===== src/hdl/rssh_ram.sv =====
`timescale 1ns / 1ps
// Generic single-write, single-read RAM with registered read data.
// No dependencies.
module rssh_ram #(
    parameter int WIDTH = 8,
    parameter int DEPTH = 8,
    parameter int AW    = (DEPTH > 1) ? $clog2(DEPTH) : 1
) (
    input  logic             clk,
    input  logic             we,
    input  logic [AW-1:0]    waddr,
    input  logic [WIDTH-1:0] wdata,
    input  logic [AW-1:0]    raddr,
    output logic [WIDTH-1:0] rdata
);

    logic [WIDTH-1:0] mem [DEPTH];

    always_ff @(posedge clk)
    begin
        if (we)
        begin
            mem[waddr] <= wdata;
        end
        rdata <= mem[raddr];
    end

endmodule


===== config.mk =====
export PLATFORM = sky130hd
export DESIGN_NAME = rssh_ram
export DESIGN_NICKNAME = d
export VERILOG_FILES = /design/src/hdl/rssh_ram.sv
export SDC_FILE = /design/constraint.sdc
export NUM_CORES = 1
export LEC_CHECK = 0
export BUFFER_PORTS_ARGS = -buffer_cell sky130_fd_sc_hd__buf_2
export CAP_MARGIN = 20
export CORE_ASPECT_RATIO = 0.75
export CORE_MARGIN = 3
export CORE_UTILIZATION = 35
export DETAILED_ROUTE_END_ITERATION = 8
export GPL_TIMING_DRIVEN = 0
export HOLD_SLACK_MARGIN = 0.03
export PLACE_DENSITY = 0.57
export SYNTH_ARGS = -nofsm -noshare
export SYNTH_HDL_FRONTEND = slang
export SYNTH_SLANG_ARGS = --single-unit

===== constraint.sdc =====
create_clock -name clk -period 2.7 [get_ports clk]
set_input_delay 0.405 -clock clk [delete_from_list [all_inputs] [get_ports clk]]
set_output_delay 0.405 -clock clk [all_outputs]
set_load 0.02 [all_outputs]

* After elaboration in Yosys (flattened, before gate mapping)
Memories as Yosys holds them, arrays and structs flattened. A register that Yosys moved wholly into a read port is not among the register bits.
Cells that the tools add are included.
** Cells by class
- Multiplexer cells :: 2
** Operators by type and width (number)
- 1-bit 2-to-1 mux :: 2
** Storage, ports and cells
- RAM bits :: 64
- Register bits :: 0
- Input bits :: 16
- Output and inout port bits :: 8
- Memories :: 1
** Memories
- mem :: depth 8, width 8, read ports 1, clocked after Yosys merged registers in 1, wr ports 1, line 17 : logic [WIDTH-1:0] mem [DEPTH];

* Longest topological paths before layout
Gate-level depths: netlist (run 1).
- Depth after elaboration :: 2
- Depth in mapped cells :: 4
- Depth with buffers taken out :: 2

* Worst setup path after synthesis (run 1)
Ideal clock, no wire load.
- Path kind :: input-to-reg
- Start :: in waddr[2]
- End :: mem mem[0][0], enable pin
- Slack :: 1.134 ns
- Setup time :: 0.383 ns
- Arrival time :: 1.182 ns
- Path buffers :: 0
- Data required time :: 2.317 ns
- Cell stages on the path :: 2
- Cells stage by stage :: nand2b_1 -> nor3_1
** RTL lines
- start, declared :: line 11 : input logic [AW-1:0] waddr,
- end, declared :: line 17
Straight into the memory's write port.

==> results of run 1 <==
==> cell type report <==
| cell class | instances | area, um2 |
|---|---|---|
| Sequential cell | 72 | 2080 |
| Tap cell | 101 | 126 |
| Clock inverter | 2 | 8.76 |
| Fill cell | 653 | 4320 |
| Clock buffer | 13 | 139 |
| Buffer | 5 | 43.8 |
| Timing Repair Buffer | 20 | 100 |
| Multi-Input combinational cell | 37 | 576 |
==> state kept, by name, indices dropped and copies added (netlist names) <==
register and count:
mem 64, rdata 8
==> worst max-delay path by stage <==
stage / startpoint / to / slack, ps
6_report: raddr[2] / rdata[0] / 1190
5_1_grt: raddr[2] / rdata[0] / 1110
4_1_cts: waddr[2] / mem[3][5] / 1150
3_5_place_dp: waddr[2] / mem[3][4] / 780
3_3_place_gp: waddr[2] / mem[0][4] / 460
2_1_floorplan: waddr[2] / mem[0][0] / 1130
==> per-layer routing <==
| metal | vias to the layer above | track usage [%] | share of wire (%) |
|---|---|---|---|
| met5 | - | 0 | 0 |
| met4 | 0 | 5.36 | 1.1 |
| met3 | 4 | 5.42 | 4.7 |
| met2 | 26 | 18.9 | 50 |
| met1 | 581 | 15.1 | 45 |
| li1 | 545 | - | - |
==> critical path, cell delays in order <==
cell and delay [ps]:
clkbuf_1 370, buf_2 350, mux4_2 330, mux2_2 270
==> cells by family after synthesis <==
group | count (synthesis)
buffers and inverters | 5
and+or+nand+nor | 13
DFF | 72
muxes | 24
==> metrics by stage <==
stage	hold slack, ps	utilization [%]	setup WS, ps	area, um2
floorplan	504	-	1130	2690
global placement	653	39.4	465	2920
CTS	312	41.6	1150	3080
detailed placement	662	39.6	782	2930
global route	325	41.6	1110	3080
finish	329	41.6	1190	3080
==> layout by cell type (no fill, tap or decap) <==
cell type / n
edfxtp_1: 64
buf_2: 21
mux4_1: 15
clkbuf_8: 9
mux2_2: 8
dfxtp_1: 8
nor2_1: 6
clkbuf_1: 5
nand2b_1: 3
nand2_1: 2
nor3_2: 2
buf_6: 1
buf_12: 1
buf_1: 1
mux4_2: 1
clkinv_1: 1
clkinv_2: 1
==> where the power goes <==
group | leakage (nW) | switching [mW] | total [mW] | internal (mW)
Clock | 0.0749 | 0.341 | 0.665 | 0.325
Combinational | 0.320 | 0.0748 | 0.135 | 0.0606
Sequential | 0.649 | 0.00839 | 1.27 | 1.26
Total | 1.04 | 0.424 | 2.07 | 1.64
==> impl_metrics.csv, run 1 <==
group,metric,value,unit
outcome,status,"finished, final reports clean",
timing,finalSetupTns,0,ps
finish,diodes,0,
finish,stdcell_count,250,
global_route,antenna_found_initial,0,
logic_synthesis,synth-xor-area-share,0,%
logic_synthesis,synthAdderAreaFrac,0,%
worst_setup_path,worstReg2RegStart,"mem[5][2]",
detailed_routing,routed_wirelength,4590,um
clocking,cts_tree,"built",
floorplan,core-area,7400,um2
clocking,cts_resized,0,
logic_synthesis,syn-num-nets,130,
finish,area_growth_syn_to_layout,14.3,%
clocking,cts_max_level,3,
logic_synthesis,synth-simple-area-share,2.19,%
logic_synthesis,synth_area_per_cell,23.6,um2
detailed_routing,postRouteAntennaNets,0,
timing,slew_headroom,34.4,%
worst_setup_path,start_kind,"input port",
floorplan,die_w,107,um
timing,final-hold-violation-count,0,
logic_synthesis,synth_top_family_by_area,"multiplexers",
logic_synthesis,synth-main-ff-cell,"edfxtp_1",
floorplan,ios,24,
finish,layout-drive-gt1-share,29.5,%
worst_setup_path,r2r_slack,1420,ps
power_and_ir_drop,peakVddDrop,0.000263,V
clocking,insertion_delay,340,ps
logic_synthesis,synth_top_area_share,71.4,%
floorplan,die_y,81.9,um
detailed_routing,drt-initial-drc-count,59,
logic_synthesis,synthArstFlopShare,0,%
power_and_ir_drop,leakagePower,1.04,nW
worst_setup_path,reg2reg_depth,2,
power_and_ir_drop,power.total,2.07,mW
floorplan,die_area,8790,um2
run,cap_violations,0,
timing,rsz0062_at_grt,"no",
clocking,cts_inserted_buffers,9,
logic_synthesis,yosysWarnings,0,
logic_synthesis,synth_seq_cells,72,
logic_synthesis,synth_area_leaders,"edfxtp_1, mux4_1, dfxtp_1",
global_route,grt_max_degree,12,
logic_synthesis,netlist_instances,114,
timing,finClkSkew,6.84,ps
detailed_routing,vias_per_cell,4.62,
clocking,root_buffer,"clkbuf_8",
placement,routabilityCongestion,0.636,
clocking,post_cts_buffers,0,
clocking,clk_pin_slew,70,ps
logic_synthesis,syn_area,2690,um2
worst_setup_path,cp.arrival,1740,ps
global_route,grt_pass1_wl,7200,um
clocking,postCtsHoldBufs,0,
worst_setup_path,required,2920,ps
detailed_routing,drtPass1Iterations,4,
detailed_routing,vias,1156,
detailed_routing,wl_per_cell,18.3,um
worst_setup_path,crit_fanout,10,
global_route,first_global_vias,1240,
worst_setup_path,r2r-end,"rdata[2]",
clocking,clock_path_buffers,2,
global_route,grt_use_total,12.3,%
worst_setup_path,endpoint_kind,"flop",
finish,final_nets,161,
min_path,hold_depth,1,
placement,dp_hpwl,2920,um
placement,io_buffers,20,
logic_synthesis,synthDistinctLibCells,14,
timing,fmax,0.661,GHz
placement,dp_cells,235,
logic_synthesis,yosys.area.top_type,"edfxtp_1",
logic_synthesis,synth.yosys.seq_area_share,77.4,%
logic_synthesis,synth_edf_count,64,
clocking,clock-sinks,72,
logic_synthesis,muxShareOfSynthArea,18.8,%
floorplan,start_util,36.4,%
min_path,hp-start,"wdata[6]",
logic_synthesis,synth_compound_area_share,0,%
timing,drv_slew,0,
timing,tightest_slew,981,ps
worst_setup_path,crit_type,"input port to flop",
timing,min_period,1510,ps
timing,finalCritPeriodShare,56.1,%
global_route,grt_overflow_total,0,
timing,setup_viol,0,
power_and_ir_drop,p_per_area,672,nW/um2
logic_synthesis,netlist_top_cells_count,"edfxtp_1, mux4_1, dfxtp_1, mux2_2, nor2_1",
logic_synthesis,yosysMostFrequentCell,"edfxtp_1",
floorplan,fp-row-count,27,
min_path,whs_endpoint,"mem[5][6]",
min_path,hold_class,"input port to flop",
detailed_routing,drc,0,
(Power assumes the default switching activity.)
==> run 2, diff against run 1 <==
--- a/config.mk
+++ b/config.mk
@@ -5,6 +5,7 @@
 export SDC_FILE = /design/constraint.sdc
 export NUM_CORES = 1
 export LEC_CHECK = 0
+export ABC_AREA = 1
 export BUFFER_PORTS_ARGS = -buffer_cell sky130_fd_sc_hd__buf_2
 export CAP_MARGIN = 20
 export CORE_ASPECT_RATIO = 0.75
@@ -13,7 +14,7 @@
 export DETAILED_ROUTE_END_ITERATION = 8
 export GPL_TIMING_DRIVEN = 0
 export HOLD_SLACK_MARGIN = 0.03
-export PLACE_DENSITY = 0.57
+export PLACE_DENSITY = 0.56
 export SYNTH_ARGS = -nofsm -noshare
 export SYNTH_HDL_FRONTEND = slang
 export SYNTH_SLANG_ARGS = --single-unit
==> constraint.sdc (replaced) <==
create_clock -name clk -period 1.5 [get_ports clk]
set_input_delay 0.225 -clock clk [delete_from_list [all_inputs] [get_ports clk]]
set_output_delay 0.225 -clock clk [all_outputs]
set_load 0.02 [all_outputs]
==> impl_metrics.csv, run 2 <==
group,metric,value,unit
logic_synthesis,syn-num-nets,319,
power_and_ir_drop,p_comb_share,6.9,%
logic_synthesis,synthDistinctLibCells,11,
timing,setup_ws,264,ps
logic_synthesis,netlist_instances,303,
worst_setup_path,start_kind,"input port",
logic_synthesis,yosysMostFrequentCell,"nand2_1",
timing,fmax,0.809,GHz
worst_setup_path,required,1450,ps
clocking,cts_inserted_buffers,9,
timing,setup_viol,0,
logic_synthesis,syn_area,3050,um2
power_and_ir_drop,seqPwrFrac,48.1,%
run,cap_violations,0,
placement,place_ws,-131,ps
clocking,cts_max_level,3,
floorplan,ios,24,
power_and_ir_drop,peakVddDrop,0.000776,V
finish,fin_area,3590,um2
worst_setup_path,slowest_stage,"nor2_1",
placement,place_area,3280,um2
power_and_ir_drop,leakagePower,1.67,nW
global_route,grt_pass1_wl,10200,um
timing,rsz0062_at_grt,"no",
detailed_routing,drt-initial-drc-count,148,
finish,largest_reg_flops,64,
finish,regMostFlops,"mem",
detailed_routing,vias_per_cell,4.33,
worst_setup_path,crit_path_max_incr_delay,770,ps
timing,finClkSkew,5.89,ps
clocking,postCtsHoldBufs,0,
clocking,cts_tree,"built",
logic_synthesis,synth_area_per_cell,10.1,um2
floorplan,die_y,86.9,um
placement,dp_hpwl,3990,um
global_route,grt_use_total,14.3,%
timing,final-hold-violation-count,0,
power_and_ir_drop,p_sw_share,22.6,%
finish,layout-drive-gt1-share,14.5,%
power_and_ir_drop,cell_internal_pwr,3.67,mW
global_route,first_global_vias,1914,
finish,diodes,0,
timing,finalSetupTns,0,ps
clocking,post_cts_buffers,0,
detailed_routing,vias,1922,
logic_synthesis,synth_edf_count,64,
power_and_ir_drop,p_clk_share,45.0,%
worst_setup_path,crit_fanout,8,
finish,regArea,2080,um2
finish,fin_util,44.0,%
detailed_routing,postRouteAntennaNets,0,
finish,area_growth_syn_to_layout,17.6,%
floorplan,die_area,9880,um2
logic_synthesis,netlist_top_cells_count,"nand2_1, inv_1, edfxtp_1",
clocking,root_buffer,"clkbuf_16",
outcome,status,"finished, final reports clean",
floorplan,fp-row-count,28,
finish,biggestRegsByFlops,"mem: 64 flops, rdata: 8 flops",
finish,fill_cells,796,
global_route,antenna_found_initial,0,
logic_synthesis,synth.yosys.seq_area_share,68.3,%
logic_synthesis,synth_seq_cells,72,
clocking,clock_path_buffers,2,
worst_setup_path,path_cells,"buf_2 -> nand2_1 -> nor2_1",
timing,min_period,1240,ps
global_route,grt_max_degree,15,
global_route,grt_overflow_total,0,
finish,final_common_cell,"nand2_1",
timing,slew_headroom,33.1,%
min_path,hold_class,"input port to flop",
logic_synthesis,synth_top_area_share,63.0,%
floorplan,start_util,37.4,%
finish,multi_input_area,603,um2
worst_setup_path,cp.arrival,1180,ps
logic_synthesis,synth-main-ff-cell,"edfxtp_1",
worst_setup_path,endpoint_kind,"flop",
logic_synthesis,synthArstFlopShare,0,%
floorplan,core-area,8160,um2
clocking,clk_pin_slew,60,ps
worst_setup_path,crit_type,"input port to flop",
timing,whs,161,ps
placement,io_buffers,20,
clocking,cts_resized,0,
finish,final_cell_mix,"nand2_1, inv_1, edfxtp_1",
detailed_routing,wl_per_cell,14.4,um
logic_synthesis,yosys.area.top_type,"edfxtp_1",
finish,final_nets,350,
detailed_routing,routed_wirelength,6410,um
timing,drv_slew,0,
detailed_routing,drc,0,
power_and_ir_drop,p_sw,1.07,mW
timing,tightest_slew,1000,ps
timing,finalCritPeriodShare,82.4,%
power_and_ir_drop,p_per_area,1320,nW/um2
logic_synthesis,yosysWarnings,0,
floorplan,die_w,114,um
placement,routabilityCongestion,0.798,
logic_synthesis,synth_area_leaders,"edfxtp_1, nand2_1, inv_1",
clocking,clock-sinks,72,
detailed_routing,drtPass1Iterations,4,
clocking,insertion_delay,330,ps
==> run 2: cell types whose count changed after synthesis, moves of 2 or more <==
cell      delta
nand2_1    +108
inv_1       +68
nand3_1     +32
mux4_1      -15
mux2_2       -8
buf_6        +5
buf_4        +3
nand2b_1     -3
nor2_1       +2
nor3_1       -2
==> run 2: layer usage <==
metal | routed length, um | global-route usage [%] | share of wire [%]
met1 | 2980 | 19.6 | 46
met5 | 0 | 0 | 0
met4 | 74 | 5.18 | 1.2
met2 | 2910 | 22.0 | 45
met3 | 443 | 4.03 | 6.9
==> run 2: power by group through the flow <==
stage	Clock, mW	Combinational [mW]	Sequential, mW
floorplan	0	0.179	2.35
detailed placement	0	0.334	2.32
global placement	0	0.331	2.32
CTS	2.17	0.336	2.28
global route	2.26	0.375	2.29
finish	2.13	0.329	2.28
==> run 2: worst max-delay path, delay by kind of cell <==
| kind | cells | cell delay, ps |
|---|---|---|
| buffers and inverters | 1 | 90 |
| AND/OR/NAND/NOR | 2 | 870 |
==> run 2: cell families (layout without fill, tap and decap cells) <==
group	after synthesis	in the layout	share of synthesized area, %
buffers and inverters	81	117	12.0
and+or+nand+nor	150	150	19.8
DFF	72	72	68.3
==> run 2: path summary, 6_finish.rpt <==
check	end	start	depth (start not counted)	slack (ps)
max	mem[7][3]	we	3	260
min	mem[1][3]	wdata[3]	1	160
max reg2reg	rdata[1]	mem[7][1]	6	670
min reg2reg	rdata[5]	mem[0][5]	6	630
==> run 2: cell type report <==
| cell class | instances | share of cell area, % |
|---|---|---|
| Buffer | 11 | 2.79 |
| Timing Repair Buffer | 20 | 2.79 |
| Clock inverter | 7 | 2.27 |
| Inverter | 70 | 7.39 |
| Sequential cell | 72 | 58.0 |
| Clock buffer | 9 | 6.28 |
| Tap cell | 105 | 3.66 |
| Multi-Input combinational cell | 150 | 16.8 |
==> run 2: through the flow <==
step                std cells  power, mW
floorplan                 303       2.53
global placement          428       2.65
detailed placement        428       2.66
CTS                       444       4.79
global route              444       4.92
finish                    444       4.74
