## src/hdl/rssh_pkg.sv

```systemverilog
`timescale 1ns / 1ps
// Types, codes, constants and saturation helpers for the ray-sphere shader.
// No dependencies; imported by every module of the block but rssh_ram.
package rssh_pkg;

    localparam int ACC_W = 52;
    localparam int T_W   = 35;
    localparam int U_W   = 18;
    localparam int NDL_W = 18;
    localparam int COL_W = 32;

    localparam logic [15:0] BG_COLOR = 16'd8192;
    localparam logic [16:0] ONE_Q16  = 17'd65536;
    localparam logic [5:0]  SQRT_STEPS = 6'd32;
    localparam logic [5:0]  DIV_STEPS  = 6'd48;

    localparam logic [1:0] CFG_ORIGIN_X = 2'd0;
    localparam logic [1:0] CFG_ORIGIN_Y = 2'd1;
    localparam logic [1:0] CFG_ORIGIN_Z = 2'd2;
    localparam logic [1:0] CFG_COUNT    = 2'd3;

    localparam logic OPER_LOAD  = 1'b0;
    localparam logic OPER_TRACE = 1'b1;

    typedef struct packed {
        logic signed [31:0] cx;
        logic signed [31:0] cy;
        logic signed [31:0] cz;
        logic [30:0]        radius;
        logic [15:0]        surf_r;
        logic [15:0]        surf_g;
        logic [15:0]        surf_b;
        logic [15:0]        emit_r;
        logic [15:0]        emit_g;
        logic [15:0]        emit_b;
    } sphere_t;

    typedef enum logic [4:0] {
        OP_NONE,
        OP_START,
        OP_LOAD_L,
        OP_TCA,
        OP_R2,
        OP_SQRT_T,
        OP_SQRT_U,
        OP_UPD,
        OP_BEST,
        OP_TN,
        OP_PHIT,
        OP_NV,
        OP_DIV,
        OP_UNIT,
        OP_NHIT,
        OP_LIGHT,
        OP_SHSET,
        OP_NDL,
        OP_COL,
        OP_FIN
    } dp_op_t;

    typedef enum logic [3:0] {
        MS_NONE,
        MS_L_RD,
        MS_L_L,
        MS_TCA,
        MS_R,
        MS_DIR_T,
        MS_V_V,
        MS_N_U,
        MS_SURF,
        MS_EMIT
    } mul_sel_t;

    typedef enum logic [1:0] {
        ACC_NONE,
        ACC_LOAD,
        ACC_ADD,
        ACC_SUB
    } acc_op_t;

    typedef struct packed {
        dp_op_t   op;
        mul_sel_t msel;
        acc_op_t  acc;
        logic [1:0] k;
    } dp_cmd_t;

    typedef struct packed {
        logic reject;
        logic emit_zero;
        logic found;
        logic sq_busy;
        logic dv_busy;
    } dp_stat_t;

    typedef enum logic [5:0] {
        ST_IDLE,
        ST_T_RD,
        ST_T_L,
        ST_T_DM,
        ST_T_DA,
        ST_T_TCA,
        ST_T_LM,
        ST_T_LA,
        ST_T_TM,
        ST_T_TA,
        ST_T_RM,
        ST_T_RA,
        ST_T_CMP,
        ST_P_SQ,
        ST_P_SW,
        ST_P_UPD,
        ST_P_NEXT,
        ST_B_RD,
        ST_B_LAT,
        ST_H_TN,
        ST_H_M,
        ST_H_A,
        ST_H_NV,
        ST_U_M,
        ST_U_A,
        ST_U_SQ,
        ST_U_SW,
        ST_U_DS,
        ST_U_DW,
        ST_U_ST,
        ST_H_N,
        ST_L_RD,
        ST_L_CHK,
        ST_L_SET,
        ST_S_PICK,
        ST_S_NEXT,
        ST_N_M,
        ST_N_A,
        ST_N_CL,
        ST_C_M1,
        ST_C_M2,
        ST_C_A,
        ST_L_NEXT,
        ST_FIN
    } ctrl_state_t;

    function automatic logic signed [31:0] sat32(input logic signed [ACC_W-1:0] v);
        logic signed [31:0] r;
        if (v > ACC_W'(64'sd2147483647))
            r = 32'sh7FFFFFFF;
        else if (v < ACC_W'(-64'sd2147483648))
            r = 32'sh80000000;
        else
            r = v[31:0];
        return r;
    endfunction

    function automatic logic [15:0] sat16(input logic [COL_W:0] v);
        logic [15:0] r;
        if (v > (COL_W+1)'(16'hFFFF))
            r = 16'hFFFF;
        else
            r = v[15:0];
        return r;
    endfunction

endpackage

```

## src/hdl/rssh_ctrl.sv

```systemverilog
`timescale 1ns / 1ps
// Sequencer of the ray-sphere shader: primary search, shading, shadow loops.
// Depends on rssh_pkg; drives rssh_dp through dp_cmd_t.
module rssh_ctrl
    import rssh_pkg::*;
#(
    parameter int MAX_SPHERES = 8,
    parameter int AW    = (MAX_SPHERES > 1) ? $clog2(MAX_SPHERES) : 1,
    parameter int CNT_W = $clog2(MAX_SPHERES + 1)
) (
    input  logic          clk,
    input  logic          rst_n,
    input  logic          start,
    input  logic          operation,
    input  logic [3:0]    sphere_count,
    output logic          busy,
    output dp_cmd_t       cmd,
    output logic [AW-1:0] idx,
    output logic [AW-1:0] raddr,
    input  dp_stat_t      stat,
    input  logic [AW-1:0] best
);

    ctrl_state_t state_reg, state_next;
    logic [CNT_W-1:0] i_reg, i_next, j_reg, j_next, n_cnt, i_inc, j_inc;
    logic [1:0] k_reg, k_next;
    logic shadow_reg, shadow_next, light_reg, light_next;
    logic [7:0] cnt8;

    assign cnt8  = 8'(sphere_count);
    assign n_cnt = (cnt8 > 8'(MAX_SPHERES)) ? CNT_W'(MAX_SPHERES) : CNT_W'(cnt8);
    assign i_inc = i_reg + CNT_W'(1);
    assign j_inc = j_reg + CNT_W'(1);
    assign busy  = (state_reg != ST_IDLE);
    assign idx   = i_reg[AW-1:0];

    always_ff @(posedge clk or negedge rst_n)
    begin
        if (!rst_n)
        begin
            state_reg  <= ST_IDLE;
            i_reg      <= '0;
            j_reg      <= '0;
            k_reg      <= '0;
            shadow_reg <= 1'b0;
            light_reg  <= 1'b0;
        end
        else
        begin
            state_reg  <= state_next;
            i_reg      <= i_next;
            j_reg      <= j_next;
            k_reg      <= k_next;
            shadow_reg <= shadow_next;
            light_reg  <= light_next;
        end
    end

    always_comb
    begin
        state_next  = state_reg;
        i_next      = i_reg;
        j_next      = j_reg;
        k_next      = k_reg;
        shadow_next = shadow_reg;
        light_next  = light_reg;
        cmd.op      = OP_NONE;
        cmd.msel    = MS_NONE;
        cmd.acc     = ACC_NONE;
        cmd.k       = k_reg;
        raddr       = i_reg[AW-1:0];

        unique case (state_reg)
            ST_IDLE:
            begin
                if (start && operation == OPER_TRACE)
                begin
                    cmd.op      = OP_START;
                    i_next      = '0;
                    k_next      = '0;
                    shadow_next = 1'b0;
                    state_next  = (n_cnt == '0) ? ST_FIN : ST_T_RD;
                end
            end
            ST_T_RD:
            begin
                if (shadow_reg)
                    raddr = j_reg[AW-1:0];
                state_next = ST_T_L;
            end
            ST_T_L:
            begin
                cmd.op     = OP_LOAD_L;
                k_next     = '0;
                state_next = ST_T_DM;
            end
            ST_T_DM:
            begin
                cmd.msel   = MS_L_RD;
                state_next = ST_T_DA;
            end
            ST_T_DA:
            begin
                cmd.acc = (k_reg == 2'd0) ? ACC_LOAD : ACC_ADD;
                k_next  = k_reg + 2'd1;
                state_next = (k_reg == 2'd2) ? ST_T_TCA : ST_T_DM;
            end
            ST_T_TCA:
            begin
                cmd.op     = OP_TCA;
                k_next     = '0;
                state_next = ST_T_LM;
            end
            ST_T_LM:
            begin
                cmd.msel   = MS_L_L;
                state_next = ST_T_LA;
            end
            ST_T_LA:
            begin
                cmd.acc = (k_reg == 2'd0) ? ACC_LOAD : ACC_ADD;
                k_next  = k_reg + 2'd1;
                state_next = (k_reg == 2'd2) ? ST_T_TM : ST_T_LM;
            end
            ST_T_TM:
            begin
                cmd.msel   = MS_TCA;
                state_next = ST_T_TA;
            end
            ST_T_TA:
            begin
                cmd.acc    = ACC_SUB;
                state_next = ST_T_RM;
            end
            ST_T_RM:
            begin
                cmd.msel   = MS_R;
                state_next = ST_T_RA;
            end
            ST_T_RA:
            begin
                cmd.op     = OP_R2;
                state_next = ST_T_CMP;
            end
            ST_T_CMP:
            begin
                if (stat.reject)
                    state_next = shadow_reg ? ST_S_NEXT : ST_P_NEXT;
                else if (shadow_reg)
                    state_next = ST_L_NEXT;
                else
                    state_next = ST_P_SQ;
            end
            ST_P_SQ:
            begin
                cmd.op     = OP_SQRT_T;
                state_next = ST_P_SW;
            end
            ST_P_SW:
            begin
                if (!stat.sq_busy)
                    state_next = ST_P_UPD;
            end
            ST_P_UPD:
            begin
                cmd.op     = OP_UPD;
                state_next = ST_P_NEXT;
            end
            ST_P_NEXT:
            begin
                i_next = i_inc;
                if (i_inc < n_cnt)
                    state_next = ST_T_RD;
                else
                    state_next = stat.found ? ST_B_RD : ST_FIN;
            end
            ST_B_RD:
            begin
                raddr      = best;
                state_next = ST_B_LAT;
            end
            ST_B_LAT:
            begin
                cmd.op     = OP_BEST;
                state_next = ST_H_TN;
            end
            ST_H_TN:
            begin
                cmd.op     = OP_TN;
                k_next     = '0;
                state_next = ST_H_M;
            end
            ST_H_M:
            begin
                cmd.msel   = MS_DIR_T;
                state_next = ST_H_A;
            end
            ST_H_A:
            begin
                cmd.op  = OP_PHIT;
                k_next  = k_reg + 2'd1;
                state_next = (k_reg == 2'd2) ? ST_H_NV : ST_H_M;
            end
            ST_H_NV:
            begin
                cmd.op     = OP_NV;
                light_next = 1'b0;
                k_next     = '0;
                state_next = ST_U_M;
            end
            ST_U_M:
            begin
                cmd.msel   = MS_V_V;
                state_next = ST_U_A;
            end
            ST_U_A:
            begin
                cmd.acc = (k_reg == 2'd0) ? ACC_LOAD : ACC_ADD;
                k_next  = k_reg + 2'd1;
                state_next = (k_reg == 2'd2) ? ST_U_SQ : ST_U_M;
            end
            ST_U_SQ:
            begin
                cmd.op     = OP_SQRT_U;
                k_next     = '0;
                state_next = ST_U_SW;
            end
            ST_U_SW:
            begin
                if (!stat.sq_busy)
                    state_next = ST_U_DS;
            end
            ST_U_DS:
            begin
                cmd.op     = OP_DIV;
                state_next = ST_U_DW;
            end
            ST_U_DW:
            begin
                if (!stat.dv_busy)
                    state_next = ST_U_ST;
            end
            ST_U_ST:
            begin
                cmd.op = OP_UNIT;
                k_next = k_reg + 2'd1;
                if (k_reg != 2'd2)
                    state_next = ST_U_DS;
                else
                    state_next = light_reg ? ST_L_SET : ST_H_N;
            end
            ST_H_N:
            begin
                cmd.op     = OP_NHIT;
                i_next     = '0;
                state_next = ST_L_RD;
            end
            ST_L_RD:
            begin
                state_next = ST_L_CHK;
            end
            ST_L_CHK:
            begin
                if (stat.emit_zero)
                    state_next = ST_L_NEXT;
                else
                begin
                    cmd.op     = OP_LIGHT;
                    light_next = 1'b1;
                    k_next     = '0;
                    state_next = ST_U_M;
                end
            end
            ST_L_SET:
            begin
                cmd.op      = OP_SHSET;
                shadow_next = 1'b1;
                j_next      = '0;
                state_next  = ST_S_PICK;
            end
            ST_S_PICK:
            begin
                if (j_reg >= n_cnt)
                begin
                    shadow_next = 1'b0;
                    k_next      = '0;
                    state_next  = ST_N_M;
                end
                else if (j_reg == i_reg)
                    j_next = j_inc;
                else
                    state_next = ST_T_RD;
            end
            ST_S_NEXT:
            begin
                j_next     = j_inc;
                state_next = ST_S_PICK;
            end
            ST_N_M:
            begin
                cmd.msel   = MS_N_U;
                state_next = ST_N_A;
            end
            ST_N_A:
            begin
                cmd.acc = (k_reg == 2'd0) ? ACC_LOAD : ACC_ADD;
                k_next  = k_reg + 2'd1;
                state_next = (k_reg == 2'd2) ? ST_N_CL : ST_N_M;
            end
            ST_N_CL:
            begin
                cmd.op     = OP_NDL;
                k_next     = '0;
                state_next = ST_C_M1;
            end
            ST_C_M1:
            begin
                cmd.msel   = MS_SURF;
                state_next = ST_C_M2;
            end
            ST_C_M2:
            begin
                cmd.msel   = MS_EMIT;
                state_next = ST_C_A;
            end
            ST_C_A:
            begin
                cmd.op  = OP_COL;
                k_next  = k_reg + 2'd1;
                state_next = (k_reg == 2'd2) ? ST_L_NEXT : ST_C_M1;
            end
            ST_L_NEXT:
            begin
                shadow_next = 1'b0;
                i_next      = i_inc;
                state_next  = (i_inc < n_cnt) ? ST_L_RD : ST_FIN;
            end
            ST_FIN:
            begin
                cmd.op     = OP_FIN;
                state_next = ST_IDLE;
            end
            default:
            begin
                state_next = ST_IDLE;
            end
        endcase
    end

endmodule

```

## config.mk

```make
export PLATFORM = sky130hd
export DESIGN_NAME = rssh_ctrl
export DESIGN_NICKNAME = d
export VERILOG_FILES = /design/src/hdl/rssh_pkg.sv /design/src/hdl/rssh_ctrl.sv
export SDC_FILE = /design/constraint.sdc
export NUM_CORES = 1
export LEC_CHECK = 0
export ABC_CLOCK_PERIOD_IN_PS = 4500
export BUFFER_PORTS_ARGS = -buffer_cell sky130_fd_sc_hd__buf_2
export CAP_MARGIN = 40
export CORE_ASPECT_RATIO = 1.25
export CORE_MARGIN = 4
export CORE_UTILIZATION = 42
export DETAILED_ROUTE_END_ITERATION = 16
export GPL_ROUTABILITY_DRIVEN = 0
export PLACE_DENSITY_LB_ADDON = 0.15
export SETUP_SLACK_MARGIN = 0.05
export SLEW_MARGIN = 30
export SYNTH_ARGS = -nofsm -noshare
export SYNTH_HDL_FRONTEND = slang
export SYNTH_SLANG_ARGS = --single-unit
```

## constraint.sdc

```tcl
create_clock -name clk -period 4.5 [get_ports clk]
set_clock_uncertainty 0.05 [all_clocks]
set_input_delay 0.225 -clock clk [delete_from_list [all_inputs] [get_ports clk]]
set_output_delay 0.225 -clock clk [all_outputs]
set_load 0.02 [all_outputs]
```

Yosys cells after proc, flatten, opt, wreduce, memory -nomap -nowiden

Cells that the tools add are included.

Output and inout port bits: 20
Flip-flop bits (word level): 18

Order comparisons: 3
Multiplexer cells: 46
Reductions and logical operators: 21
$add $sub $neg: 3
Equal/unequal tests: 55

Operator list:

| cell                | count |
|---|---|
| $pmux 6 s42         | 1 |
| $eq 6x5->1 const B  | 16 |
| $mux 6              | 16 |
| $pmux 5 s19         | 1 |
| $eq 6x6->1 const B  | 12 |
| $eq 6x4->1 const B  | 8 |
| $pmux 4 s9          | 1 |
| $mux 4              | 8 |
| $eq 6x3->1 const B  | 4 |
| $pmux 4 s3          | 2 |
| $ne 2x2->1 const B  | 9 |
| $eq 6x2->1 const B  | 2 |
| $mux 2              | 6 |
| $pmux 2 s5          | 1 |
| $add 4x1->4 const B | 2 |
| $reduce_or 7->1     | 1 |
| $eq 6x1->1 const B  | 1 |
| $logic_not 6->1     | 1 |
| $mux 3              | 2 |
| $pmux 3 s2          | 1 |
| $reduce_and 3->1    | 2 |
| $reduce_bool 3->1   | 2 |
| $reduce_bool 6->1   | 1 |
| $reduce_or 6->1     | 1 |
| other kinds (22)    | 27 |

Logic depth before layout (Yosys ltp)

Gate-level depths: netlist of run 1.

Word-level depth: 6
Depth in mapped cells: 9
Mapped depth without buffers: 9

Worst setup path after synthesis of run 1

OpenSTA, ideal clock, no wires.

Path kind: register to register
Start: reg i_reg[0]
End: reg state_reg[1]
Stages on the path, launching flop included: 9
Setup time: 125 ps
Setup slack: 2,147 ps
Arrival: 2,178 ps
Cell sequence: dfrtp_1 ha_1 ha_1 and4bb_2 o21bai_1 a21o_1 a2111oi_0 nand2b_1 mux2_4

Word-level cells in the longest chain between the ends: 4
Elaborated cells between the ends (all ways): 7
Classes of those cells: add/sub (1); order compare (1); eq/ne (2); mux (2); reduce/logical (1)

Ends and longest elaborated chain:

| element                  | RTL line         | source |
|---|---|---|
| start: declaration       | rssh_ctrl.sv:25  | `logic [CNT_W-1:0] i_reg, i_next, j_reg, j_next, n_cnt, i_inc, j_inc;` |
| start signal: assignment | rssh_ctrl.sv:51  | `i_reg <= i_next;` |
| $add 4x1->4              | rssh_ctrl.sv:32  | `assign i_inc = i_reg + CNT_W'(1);` |
| $lt 4x4->1               | rssh_ctrl.sv:172 | `if (i_inc < n_cnt)` |
| $mux 6                   | rssh_ctrl.sv:172 |  |
| $pmux 6 s42              | rssh_ctrl.sv:73  | `unique case (state_reg)` |
| end signal: assignment   | rssh_ctrl.sv:50  | `state_reg <= state_next;` |
| end: declaration         | rssh_ctrl.sv:24  | `ctrl_state_t state_reg, state_next;` |

Several ways; a longest one is shown, not always the timed one.
A chain may end at the register's enable or synchronous reset.

==> results.ini, run 1 <==
[critical_path]
arrival_ns=2.63
end_kind=output pin
cpPeakStageDelay_ns=0.68
crit_chain=buf_4, and4b_1, a22oi_1, nor2_1, a31o_2, or2_2, buf_2
startpoint_type=register
critPathSlowestCell=dfrtp_1
crit_fanout=28
path_delay_family=simple AND/OR/NAND/NOR gates
path_class=register to output pin
worst_ep_required_time_ns=4.22
path_buf_inv=2

[die]
die_w_um=77.7
pin_count=36
placementRows=31
die_y_um=95.2
start_util_pct=43.6
coreArea_um2=5860
die-area_um2=7400

[sta]
finalCritPeriodShare_pct=64.6
worst_pin_slew_ns=0.768
timing.final.ws_setup_ns=1.59
slew_viol_final=0
slew_headroom_pct=48.8
hold_violations=0
setup_viol=0
fin_crit_ns=2.91
rsz0062_at_grt=false
fmax_mhz=344
tns_ns=0

[global_routing]
grt_overflow=0
grt_pass1_wl_mm=14.4
grt_pass1_vias=2848
antenna_found_initial=0
grt_use_total_pct=24.1
grt_max_degree=41

[route]
wirelength_mm=8.90
drt_iter0_markers=314
postRouteAntennaNets=0
vias=2927
drc=0
dr.pass1.iters=5
post_drt_via_cell_ratio=6.45
routedWlPerCell_um=19.6

[clock_tree]
cts_tree=yes
postCtsSetupBuffers=0
cts.path.max_buffers=2
clk_latency_ns=0.25
numCtsBuffers=3
worst_setup_hold_path_clk_slew_ns=0.07
h-tree-depth=1
clock_sinks=18
clockRootBuffer=clkbuf_8

[synthesis]
synth_cell_types=67
synthFlopType=dfrtp_1
ys_seq_elements=18
syn_area_um2=2550
ys_seq_area_share_pct=17.6
ys_async_sr_fraction_pct=100
syn-num-nets=384
synth_edf_count=0
yosys_warnings=0
synth_cells=355
synth.avg_cell_area_um2=7.19

[placement]
post-place-cells=450
dp_hpwl_mm=6.54
pre_cts_ws_ns=1.91
io_buffers=35

[flow_run]
max_cap_violations=0

[layout]
fin_cells=454
fin_nets=403
n_antenna_cell=0
layout-drive-gt1-share_pct=16.4
largest_register_ffs=6
area_growth_pct=9.56

[run_status]
status=finished, final reports clean

[power]
p_leak_nw=1.17
ir_drop_uv=305
powerDensity_nw_per_um2=667

[min_path]
hold_path.class=input pin to register

## power breakdown
group | switching, mW | internal, mW
sequential | 0.108 | 0.207
combinational | 0.935 | 0.503
clock | 0.0544 | 0.0595
## Yosys cell counts, types with 5 or more instances
library cell	count	share of area (%)
nand2_1	36	5.3
o21ai_0	33	6.5
a21oi_1	23	4.5
nor2_1	20	2.9
dfrtp_1	18	18
inv_1	15	2.2
buf_2	14	2.7
ha_1	13	6.4
nand2b_1	13	3.2
nand3_1	13	2.5
nor2b_1	12	2.9
nor3_1	12	2.4
a32oi_1	6	2.1
buf_4	6	1.8
clkbuf_1	6	0.88
a31oi_1	5	1.2
o211ai_1	5	1.5
xnor2_1	5	1.7
## what timing repair did
action / CTS / global route
endpoints found under the hold margin: 18 / 0
endpoints found under the setup margin: 0 / 0
hold buffers: 1 / 0
resized for setup: 0 / 0
## cells by family after synthesis
family,Yosys count,share of synthesized area [%]
AND/OR/NAND/NOR,136,28.4
AO/OA/AOI/OAI,130,34.7
buffers and inverters,46,8.33
flip-flops,18,17.6
adder cells (fa/ha/maj),13,6.37
XOR/XNOR,8,2.75
multiplexers,4,1.76
## tightest hold or removal path: stages
cell and delay, ns:
buf_2 0.10, nand3_1 0.06, nand3_1 0.09
## cell usage in the layout (no fill, tap or decap), drive strengths merged, types with 3 or more instances in the layout
cell     Yosys  final
buf         24     43
nand2       36     36
o21ai       34     34
a21oi       24     24
nor2        21     21
dfrtp       18     18
inv         15     15
nor3        14     14
nand2b      13     13
nand3       13     13
ha          13     13
nor2b       12     12
a32oi        6      6
xnor2        5      5
o211ai       5      5
a31oi        5      5
a21boi       5      5
a31o         4      4
o22ai        4      4
nand4        4      4
a21o         4      4
or3          4      4
xor2         3      3
or4          3      3
nand3b       3      3
a22oi        3      3
or2          3      3
o31ai        3      3
a32o         3      3
o2111ai      3      3
a2bb2oi      3      3
o22a         3      3
a211o        3      3
mux2i        3      3
clkbuf       6      3
a2111oi      3      3
## final timing paths
| path | end | start | cells past startpoint | slack (ns) |
|---|---|---|---|---|
| worst max register to register | k_reg[1] | state_reg[0] | 7 | 1.83 |
| min in group asynchronous | i_reg[2] | rst_n | 2 | 0.40 |
| worst min-delay path | state_reg[4] | stat[2] | 3 | 0.22 |
| worst max-delay path | cmd[9] | state_reg[4] | 7 | 1.59 |
| worst min register to register | k_reg[0] | k_reg[0] | 1 | 0.45 |
| max in group asynchronous | state_reg[1] | rst_n | 2 | 3.69 |
## per-stage QoR
| step | hold WS [ns] | area, µm² | total power, mW | utilization (%) |
|---|---|---|---|---|
| after floorplan | -0.121 | 2550 | 1.33 | - |
| after global placement | 0.141 | 2730 | 1.71 | 46.6 |
| after detailed placement | 0.152 | 2750 | 1.71 | 46.9 |
| after CTS | 0.215 | 2800 | 1.83 | 47.7 |
| after global routing | 0.279 | 2800 | 1.99 | 47.7 |
| final | 0.216 | 2800 | 1.87 | 47.7 |
## layout make-up
type	count	area (µm²)
inverters	16	60.1
multi-input cells	291	1890
flip-flops and latches	18	450
fillers	583	3060
clock buffers	3	41.3
well taps	82	103
repair buffers	44	253
## metal layers
layer	share of wire (%)	routed length [µm]	track usage (%)
met1	40	3600	29.9
met2	47	4170	41.6
met3	8.0	716	2.74
met4	4.7	414	11.3
met5	0	0	0
(Power assumes the default switching activity.)
==> inputs of run 2 (changes only) <==
--- a/config.mk
+++ b/config.mk
@@ -5,7 +5,8 @@
 export SDC_FILE = /design/constraint.sdc
 export NUM_CORES = 1
 export LEC_CHECK = 0
-export ABC_CLOCK_PERIOD_IN_PS = 4500
+export ABC_AREA = 1
+export ABC_CLOCK_PERIOD_IN_PS = 2880
 export BUFFER_PORTS_ARGS = -buffer_cell sky130_fd_sc_hd__buf_2
 export CAP_MARGIN = 40
 export CORE_ASPECT_RATIO = 1.25
==> constraint.sdc (replaced) <==
create_clock -name clk -period 2.88 [get_ports clk]
set_clock_uncertainty 0.05 [all_clocks]
set_input_delay 0.144 -clock clk [delete_from_list [all_inputs] [get_ports clk]]
set_output_delay 0.144 -clock clk [all_outputs]
set_load 0.02 [all_outputs]
==> results.ini, run 2 <==
[run_status]
status=finished, final reports clean

[critical_path]
arrival_ns=2.22  ; -0.41 ns
path_class=register to output pin
worst_ep_required_time_ns=2.69  ; -1.53 ns
startpoint_type=register
crit_fanout=17  ; -39%
end_kind=output pin

[power]
ir_drop_uv=299  ; -1.8%
p_leak_nw=1.61  ; +38%
pwr-share-seq_pct=20.9  ; +4.0 points
combPwrFrac_pct=68.9  ; -8.1 points
clock_power_share_pct=10.2  ; +4.1 points
powerDensity_nw_per_um2=812  ; +22%
intPower_mw=0.880  ; +14%
switching_power_mw=1.19  ; +8.2%
swShare_pct=57.4  ; -1.4 points

[placement]
io_buffers=35  ; unchanged
post-place-cells=487  ; +8.2%
pre_cts_ws_ns=0.735  ; -1.17 ns
dp_hpwl_mm=6.05  ; -7.4%

[global_routing]
grt_use_total_pct=22.2  ; -1.9 points
grt_max_degree=19  ; -54%
grt_overflow=0  ; unchanged
grtUsageMet3_pct=2.68  ; -0.062 points
use_met2_pct=37.1  ; -4.4 points
busiest_layer=met2
met1_usage_pct=27.6  ; -2.3 points
grt_pass1_wl_mm=11.8  ; -18%
grt_pass1_vias=2539  ; -11%
antenna_found_initial=0  ; unchanged

[synthesis]
syn-num-nets=425  ; +11%
ys_top_cells_by_count=nand2_1 (130), inv_1 (51), nor2_1 (50)
synth_cells=396  ; +12%
synth.avg_cell_area_um2=5.73  ; -20%
synth.most_common_cell=nand2_1
ys_seq_area_share_pct=19.8  ; +2.2 points
synthFlopType=dfrtp_1
ys_async_sr_fraction_pct=100  ; unchanged
ys_seq_elements=18  ; unchanged
synth_edf_count=0  ; unchanged
synth_top_area_share_pct=21.5  ; +3.9 points
synthTopCellsByArea=nand2_1 (21%), dfrtp_1 (20%), nand3_1 (10%), inv_1 (8.4%), nor2_1 (8.3%)
yosys_warnings=0  ; unchanged
yosys.area.top_type=nand2_1
syn_area_um2=2270  ; -11%
synth_cell_types=27  ; -60%

[clock_tree]
numCtsBuffers=3  ; unchanged
clk_latency_ns=0.25  ; about the same
worst_setup_hold_path_clk_slew_ns=0.07  ; about the same
hold_buffers=1  ; unchanged
clock_sinks=18  ; unchanged
cts_resized=0  ; unchanged
postCtsSetupBuffers=0  ; unchanged
h-tree-depth=1  ; unchanged
cts.path.max_buffers=2  ; unchanged
cts_tree=yes
clockRootBuffer=clkbuf_8

[sta]
hold_violations=0  ; unchanged
fmax_mhz=414
slew_viol_final=0  ; unchanged
slew_headroom_pct=55.0  ; +6.2 points
timing.final.ws_setup_ns=0.464  ; -1.13 ns
tns_ns=0  ; unchanged
finalCritPeriodShare_pct=83.9
worst_pin_slew_ns=0.674  ; -0.0942 ns
rsz0062_at_grt=false
fin_crit_ns=2.42
setup_viol=0  ; unchanged

[die]
die-area_um2=6650  ; -10%
die_w_um=73.8  ; -5.1%
coreArea_um2=5150  ; -12%
start_util_pct=44.1  ; +0.47 points
pin_count=36  ; unchanged
placementRows=29  ; -6.5%
die_y_um=90.2  ; -5.2%

[route]
wirelength_mm=7.28  ; -18%
post_drt_via_cell_ratio=5.46  ; -15%
routedWlPerCell_um=14.8  ; -25%
postRouteAntennaNets=0  ; unchanged
dr.pass1.iters=5  ; unchanged
vias=2686  ; -8.2%
drt_iter0_markers=267  ; -15%
drc=0  ; unchanged

[layout]
layout-drive-gt1-share_pct=12.6  ; -3.8 points
layout_common_cells=nand2_1 (130), inv_1 (51), nor2_1 (50), nand3_1 (46), buf_2 (35)
n_antenna_cell=0  ; unchanged
final_common_cell=nand2_1
fin_cells=492  ; +8.4%
area_growth_pct=12.1
largest_register_ffs=6  ; unchanged
fin_nets=460  ; +14%

[flow_run]
max_cap_violations=0  ; unchanged

[min_path]
hold_path.class=input pin to register

-- run 2: cell count changes in the layout (fill, tap and decap cells not counted), moves of 13 or more --
cell	previous run	this run
nand4_1	4	17
inv_1	15	51
a21oi_1	23	8
o21ai_0	33	18
nand2b_1	13	0
nor2_1	20	50
nand3_1	13	46
nand2_1	36	130
-- run 2: stage by stage --
stage	area, µm²	util [%]	power [mW]	hold slack, ns
floorplan	2270	-	1.46	-0.202
global route	2540	49.4	2.26	0.133
detailed placement	2480	48.1	1.85	0.0641
global placement	2480	48.1	1.85	0.0659
CTS	2540	49.4	2.06	0.122
finish	2540	49.4	2.07	0.120
-- run 2: final timing paths --
kind                            slack, ns            to  cells after the start    startpoint
min in group asynchronous            0.32  state_reg[2]                      2         rst_n
max in group asynchronous            2.15      i_reg[2]                      2         rst_n
worst max-delay path                 0.46      raddr[0]                      6  state_reg[5]
worst min-delay path                 0.12  state_reg[4]                      3       stat[2]
worst min register to register       0.45      k_reg[0]                      2      k_reg[0]
worst max register to register       0.75  state_reg[3]                      8  state_reg[5]
-- run 2: per-layer routing --
metal	vias up	part of all wire, %
li1	1354	-
met1	1219	41
met2	87	51
met3	26	4.1
met4	0	4.1
met5	-	0
-- run 2: kinds of logic after synthesis --
kind of cell	count (synthesis)	share of synthesized area [%]
fa+ha+maj	13	7.17
xor+xnor	6	2.32
flops	18	19.8
compound gates	36	9.43
simple gates	263	50.4
buf+inv	60	10.8
-- run 2: worst max-delay path, stage by stage (launching register included) --
cell and delay [ns]:
dfrtp_1 0.42, nor2_2 0.56, inv_1 0.11, nor3_1 0.46
o211ai_1 0.16, nand3_1 0.10, buf_2 0.16
-- run 2: area by class of cell --
cell class                 count  area, µm²
fill                         584       2610
sequential                    18        450
multi-input combinational    318       1570
clock buffer                   4       55.1
tap                           62       77.6
inverter                      54        203
timing repair buffer          36        185
-- run 2: power by group through the flow --
stage / clock network [mW] / registers, mW / logic, mW
2_1_floorplan: 0 / 0.420 / 1.04
3_3_place_gp: 0 / 0.433 / 1.41
3_5_place_dp: 0 / 0.436 / 1.41
4_1_cts: 0.217 / 0.431 / 1.41
5_1_grt: 0.228 / 0.446 / 1.59
6_report: 0.211 / 0.431 / 1.42
